File: config.mk
export PLATFORM = sky130hd
export DESIGN_NAME = eicb_cell
export DESIGN_NICKNAME = d
export VERILOG_FILES = /design/src/eicb_pkg.sv /design/src/eicb_cell.sv
export SDC_FILE = /design/constraint.sdc
export NUM_CORES = 1
export LEC_CHECK = 0
export ABC_CLOCK_PERIOD_IN_PS = 3600
export BUFFER_PORTS_ARGS = -buffer_cell sky130_fd_sc_hd__buf_2
export CAP_MARGIN = 10
export CORE_MARGIN = 3
export CORE_UTILIZATION = 50
export DETAILED_ROUTE_END_ITERATION = 16
export GPL_TIMING_DRIVEN = 0
export PLACE_DENSITY = 0.82
export SLEW_MARGIN = 10
export SYNTH_ARGS = -nofsm -noshare
export SYNTH_HDL_FRONTEND = slang
export SYNTH_SLANG_ARGS = --single-unit
export TNS_END_PERCENT = 20
File: constraint.sdc
create_clock -name clk -period 3.6 [get_ports clk]
set_input_delay 0.54 -clock clk [delete_from_list [all_inputs] [get_ports clk]]
set_output_delay 0.54 -clock clk [all_outputs]
set_load 0.1 [all_outputs]
File: src/eicb_pkg.sv
`timescale 1ns / 1ps
package eicb_pkg;

  localparam int DefStages = 24;
  localparam logic [15:0] TimeStepReset = 16'd1092;
  localparam logic signed [33:0] CordicStart = 34'sd652032874;
  localparam logic signed [33:0] OneQ30 = 34'sd1073741824;

  localparam logic [2:0] KIND_POS = 3'd0;
  localparam logic [2:0] KIND_ANG = 3'd1;
  localparam logic [2:0] KIND_FWD = 3'd2;
  localparam logic [2:0] KIND_UP = 3'd3;
  localparam logic [2:0] KIND_RIGHT = 3'd4;

  typedef struct packed {
    logic signed [31:0] pos_x;
    logic signed [31:0] pos_y;
    logic signed [31:0] pos_z;
    logic signed [31:0] vel_x;
    logic signed [31:0] vel_y;
    logic signed [31:0] vel_z;
    logic [31:0] pitch;
    logic [31:0] yaw;
    logic [31:0] roll;
    logic signed [31:0] pitch_rate;
    logic signed [31:0] yaw_rate;
    logic signed [31:0] roll_rate;
  } in_item_t;

  typedef struct packed {
    logic [2:0] vector_kind;
    logic signed [31:0] comp_x;
    logic signed [31:0] comp_y;
    logic signed [31:0] comp_z;
    logic last;
  } out_item_t;

  // one CORDIC lane traveling through the cell chain
  typedef struct packed {
    logic signed [33:0] x;
    logic signed [33:0] y;
    logic signed [33:0] z;
  } rot_t;

  function automatic logic signed [33:0] arc_of(input int i);
    logic signed [33:0] r;
    begin
      case (i)
        0: r = 34'sd536870912;
        1: r = 34'sd316933406;
        2: r = 34'sd167458907;
        3: r = 34'sd85004756;
        4: r = 34'sd42667331;
        5: r = 34'sd21354465;
        6: r = 34'sd10679838;
        7: r = 34'sd5340245;
        8: r = 34'sd2670163;
        9: r = 34'sd1335087;
        10: r = 34'sd667544;
        11: r = 34'sd333772;
        12: r = 34'sd166886;
        13: r = 34'sd83443;
        14: r = 34'sd41722;
        15: r = 34'sd20861;
        16: r = 34'sd10430;
        17: r = 34'sd5215;
        18: r = 34'sd2608;
        19: r = 34'sd1304;
        20: r = 34'sd652;
        21: r = 34'sd326;
        22: r = 34'sd163;
        23: r = 34'sd81;
        24: r = 34'sd41;
        25: r = 34'sd20;
        26: r = 34'sd10;
        27: r = 34'sd5;
        28: r = 34'sd3;
        29: r = 34'sd1;
        30: r = 34'sd1;
        default: r = 34'sd0;
      endcase
      return r;
    end
  endfunction

  function automatic logic signed [33:0] clamp30(input logic signed [33:0] v);
    begin
      if (v > OneQ30) return OneQ30;
      if (v < -OneQ30) return -OneQ30;
      return v;
    end
  endfunction

endpackage

File: src/eicb_cell.sv
`timescale 1ns / 1ps
module eicb_cell import eicb_pkg::*; #(
  parameter int STAGE = 0
) (
  input  logic clk,
  input  rot_t pa_in,
  input  rot_t ya_in,
  output rot_t pa_out,
  output rot_t ya_out
);

  localparam logic signed [33:0] Arc = arc_of(STAGE);

  function automatic rot_t rot(input rot_t v);
    rot_t r;
    logic signed [33:0] dx, dy;
    begin
      dx = v.y >>> STAGE;
      dy = v.x >>> STAGE;
      if (!v.z[33]) begin
        r.x = v.x - dx; r.y = v.y + dy; r.z = v.z - Arc;
      end else begin
        r.x = v.x + dx; r.y = v.y - dy; r.z = v.z + Arc;
      end
      return r;
    end
  endfunction

  rot_t pa_r, ya_r;
  always_ff @(posedge clk) begin
    pa_r <= rot(pa_in);
    ya_r <= rot(ya_in);
  end
  assign pa_out = pa_r;
  assign ya_out = ya_r;

endmodule
Word-level counts from Yosys, hierarchy flattened:

Index checks and enable logic that the tools add are counted.
W data, S select, Z words.

* bits in registers: 204

* $add $sub $neg: 10
* multiplexer cells: 2

Operator list (count)
* $mux W102: 2
* $sub A34 B34 Y34: 4
* $add A34 B31 Y34 const B: 2
* $add A34 B34 Y34: 2
* $sub A34 B31 Y34 const B: 2

Longest topological paths before layout:

* depth after elaboration: 2
* mapped depth: 13
* mapped depth without buffers: 12

Least setup slack after synthesis:

No wires, ideal clock.

* path kind: input to register
* start: input port ya_in[34] (netlist bit)
* end: register ya_r, in the netlist ya_out[60]
* setup time: 0.128 ns
* data arrival time: 2.989 ns
* data required time: 3.472 ns
* setup slack: 0.482 ns
* cell stages on the path: 11
* path buffers: 0
* path through: ha_1 -> fa_1 -> nor3b_1 -> o311ai_1 -> a311oi_1 -> a311oi_1 -> a31oi_1 -> a211oi_1 -> o211ai_1 -> a21boi_1 -> xnor2_1

* cells in the longest elaborated chain, start to end: 2
* elaborated cells between the ends (all ways): 3

RTL lines
* start: declaration: RTL line eicb_cell.sv:7 `input rot_t ya_in,`
* $add A34 B34 Y34 or $sub A34 B34 Y34 (tied branches): RTL line eicb_cell.sv:21, eicb_cell.sv:23
* $mux W102 *: RTL line eicb_cell.sv:20 `if (!v.z[33]) begin`
* end signal: assignment: RTL line eicb_cell.sv:32 `ya_r <= rot(ya_in);`
* end: declaration: RTL line eicb_cell.sv:29 `rot_t pa_r, ya_r;`

Every way passes the cells marked *; elsewhere a longest branch is shown, timed or not.

Worst setup path in the final report:

* start: input port ya_in[48] (netlist bit)
* end: register ya_r, in the netlist ya_out[61]

The elaborated chain is that of the path after synthesis.

==> metrics.txt <==
status=finished clean; CTS root buf=clkbuf_16; Final setup viols=0; Final HPWL DP=~51,000 um; Synth Area in Adders=between 10% and 20%; Routed WL=around 62,000 um; first-pass GRT wire length=93,500 um; max-cap violations=0; Buffers on Ports=between 400 and 500; Worst Path Required=between 4 and 5 ns; H-tree levels=1; multi-input combinational cell area=between 0.01 and 0.015 sq mm; max frequency=a little under 300 MHz; Synth async-reset ratio=0%; non-filler cells, final=2,844; Pre-antenna DRT Iters=6; Pwr per Cell Area=576 mW/mm^2; design area=0.0192 sq mm; area occupied by registers=between 0.004 and 0.005 sq mm; clk slew on worst S/H paths=about 0.07 ns; number of fill cells in the layout=2,786; final hold slack=between 0.1 and 0.15 ns; relative slew slack=between 20% and 30%; Compound-Gate Fraction of Synth Area=a little over a quarter; residual DRC count=0; mux cell area share after synthesis=2.15%; # nets final=approximately 2,800; number of global-route vias before repair=between 15,000 and 20,000; Initial Util=about half; xor/xnor cell area share of the yosys netlist=7.33%; Mapped Avg Cell Area=7.95 sq um; Via Count=17,300; top post-synthesis cells by area=dfxtp_1 25%, ha_1 16%, a21oi_1 7.1%, xnor2_1 6.0%, inv_1 4.8%; cells along the critical path=buf_2 -> inv_1 -> ha_1 -> clkbuf_1 -> a21oi_1 -> o21ai_0 -> a311oi_1 -> o21a_1 -> nor2_1 -> a311oi_2 -> nor2_1 -> o31a_1 -> xnor2_1; Rows=between 60 and 70; LEAKAGE=about 9.3 nW; Max Fanout on Critical Path=10; Antenna Nets Post-Route=0; Crit. End Element=flip-flop; EDFF count, synth=0; Yosys top cell area share=between 20% and 30%; Avg WL per Cell=approximately 22 um; Final min period=roughly 3.5 ns; Core Util, Final=about three fifths; post-synthesis instance area=approximately 0.016 sq mm; die height=between 150 and 200 um; die area=around 0.034 sq mm; Post-synth top cells=227 x a21oi_1, 205 x inv_1, 204 x ha_1; Vias/cell=slightly above 6; critical path arrival=about 3.9 ns; Pwr Total=between 10 and 15 mW; most frequent cell after synthesis=a21oi_1; num ports=around 410; Slew Limit Fails=0; Max clock buf depth=3; syn_nets=between 2,000 and 2,500; area share of and/or/nand/nor cells after synthesis=between 10 and 15%; kind of critical path=input port to flip-flop; Worst VDD drop=between 0.5 and 0.6 mV; CP dominant cell by count=nor2_1; Yosys cell types=82; GRT overflow=0; Sink Count=around 200; Mapped Cells=~2,000; Hold Crit Class=input port to flip-flop; initial drt markers=1,992; largest family of logic cells by synthesized area=compound AO/OA/AOI/OAI gates; Die W=about 180 um; Post-CTS Hold Buffers=0; Cell Area, Placed=0.0184 sq mm; worst slew pin tran=1.10 ns; fin crit share=approximately 96%; RSZ-0062 raised after global routing=false; share of cells above drive strength 1=between 20 and 25%; Core Box Area=roughly 0.031 sq mm; sequential area share after synthesis=approximately a quarter; post-synthesis register bit count=a little over 200; crit start category=input port; Ys Warns=0; slowest stage delay, CP=0.51 ns; Overall Global Routing Usage=a little over a third; top_reg_cell synth=dfxtp_1; area delta synth->final=20.9%; Synth area leader=dfxtp_1; CTS tree=built; antenna violations before repair=2; placed cell count=roughly 2,800; slowest cell on the critical path=a311oi_1; Hold Vio Cnt, Final=0; routability cong.=1.01; CTS Buf Count=22; largest net degree at the start of global routing=14
metrics by stage:
step | setup slack [ns] | TNS [ns]
floorplan | 0.482 | 0
global placement | -0.921 | -12.64
detailed placement | -0.913 | -12.01
CTS | 0.0780 | 0
global route | 0.0207 | 0
finish | 0.134 | 0
state kept, by name (all words and copies together), names as in the netlist:
name,flops
pa_out,101
ya_out,101
what timing repair did:
| item | CTS | global route |
|---|---|---|
| setup buffers | 1 | 0 |
| resized for setup | 1 | 4 |
| endpoints found under the setup margin | 9 | 7 |
| pin swaps | 1 | 0 |
path summary, 6_finish.rpt:
| kind | startpoint | end | slack [ns] | cells past startpoint |
|---|---|---|---|---|
| worst max-delay path | ya_in[48] | ya_out[61]$_DFF_P_ | 0.13 | 13 |
| worst min-delay path | pa_in[20] | pa_out[20]$_DFF_P_ | 0.11 | 1 |
report_power, final:
group	total [mW]	internal [mW]	switching (mW)
clock	2.32	1.35	0.967
combinational	5.97	1.17	4.80
sequential	2.77	2.65	0.118
routing by layer:
layer  vias up  global-route usage, %  part of all wire, %
li1       7864                      -                    -
met1      8076                   43.8                   39
met2      1126                   59.5                   47
met3       189                   5.86                  9.8
met4         0                   13.4                  4.2
met5         -                      0                    0
cell type report:
cell class / instances / area share [%]
repair buffers: 409 / 10.7
flip-flops and latches: 202 / 21.1
plain buffers: 90 / 2.08
well taps: 396 / 2.58
diodes: 3 / 0.0391
multi-input cells: 1497 / 55.7
clock inverters: 8 / 0.586
inverters: 209 / 4.08
clock buffers: 30 / 3.23
placed cells by master (no fill, tap or decap), types with 29 or more instances in the layout:
cell type,n
a21o_1,39
a21oi_1,227
buf_2,422
clkbuf_1,57
dfxtp_1,202
ha_1,204
inv_1,205
mux2i_1,33
nand2_1,101
nand3_1,29
nor2_1,143
nor3_1,35
o21ai_0,138
o21bai_1,48
xnor2_1,108
cells by family after synthesis:
family          after synthesis
simple gates                447
fa+ha+maj                   212
xor+xnor                    133
buf+inv                     299
flops                       202
mux                          34
compound gates              671
critical path: cells and delay by family:
kind	cells	cell delay, ns
adders and majority gates	1	0.37
and+or+nand+nor	2	0.14
buffers and inverters	3	0.49
AOI/OAI and AO/OA	6	2.18
xor gates and xnor gates	1	0.20
Power figures use the tool's default switching activity.
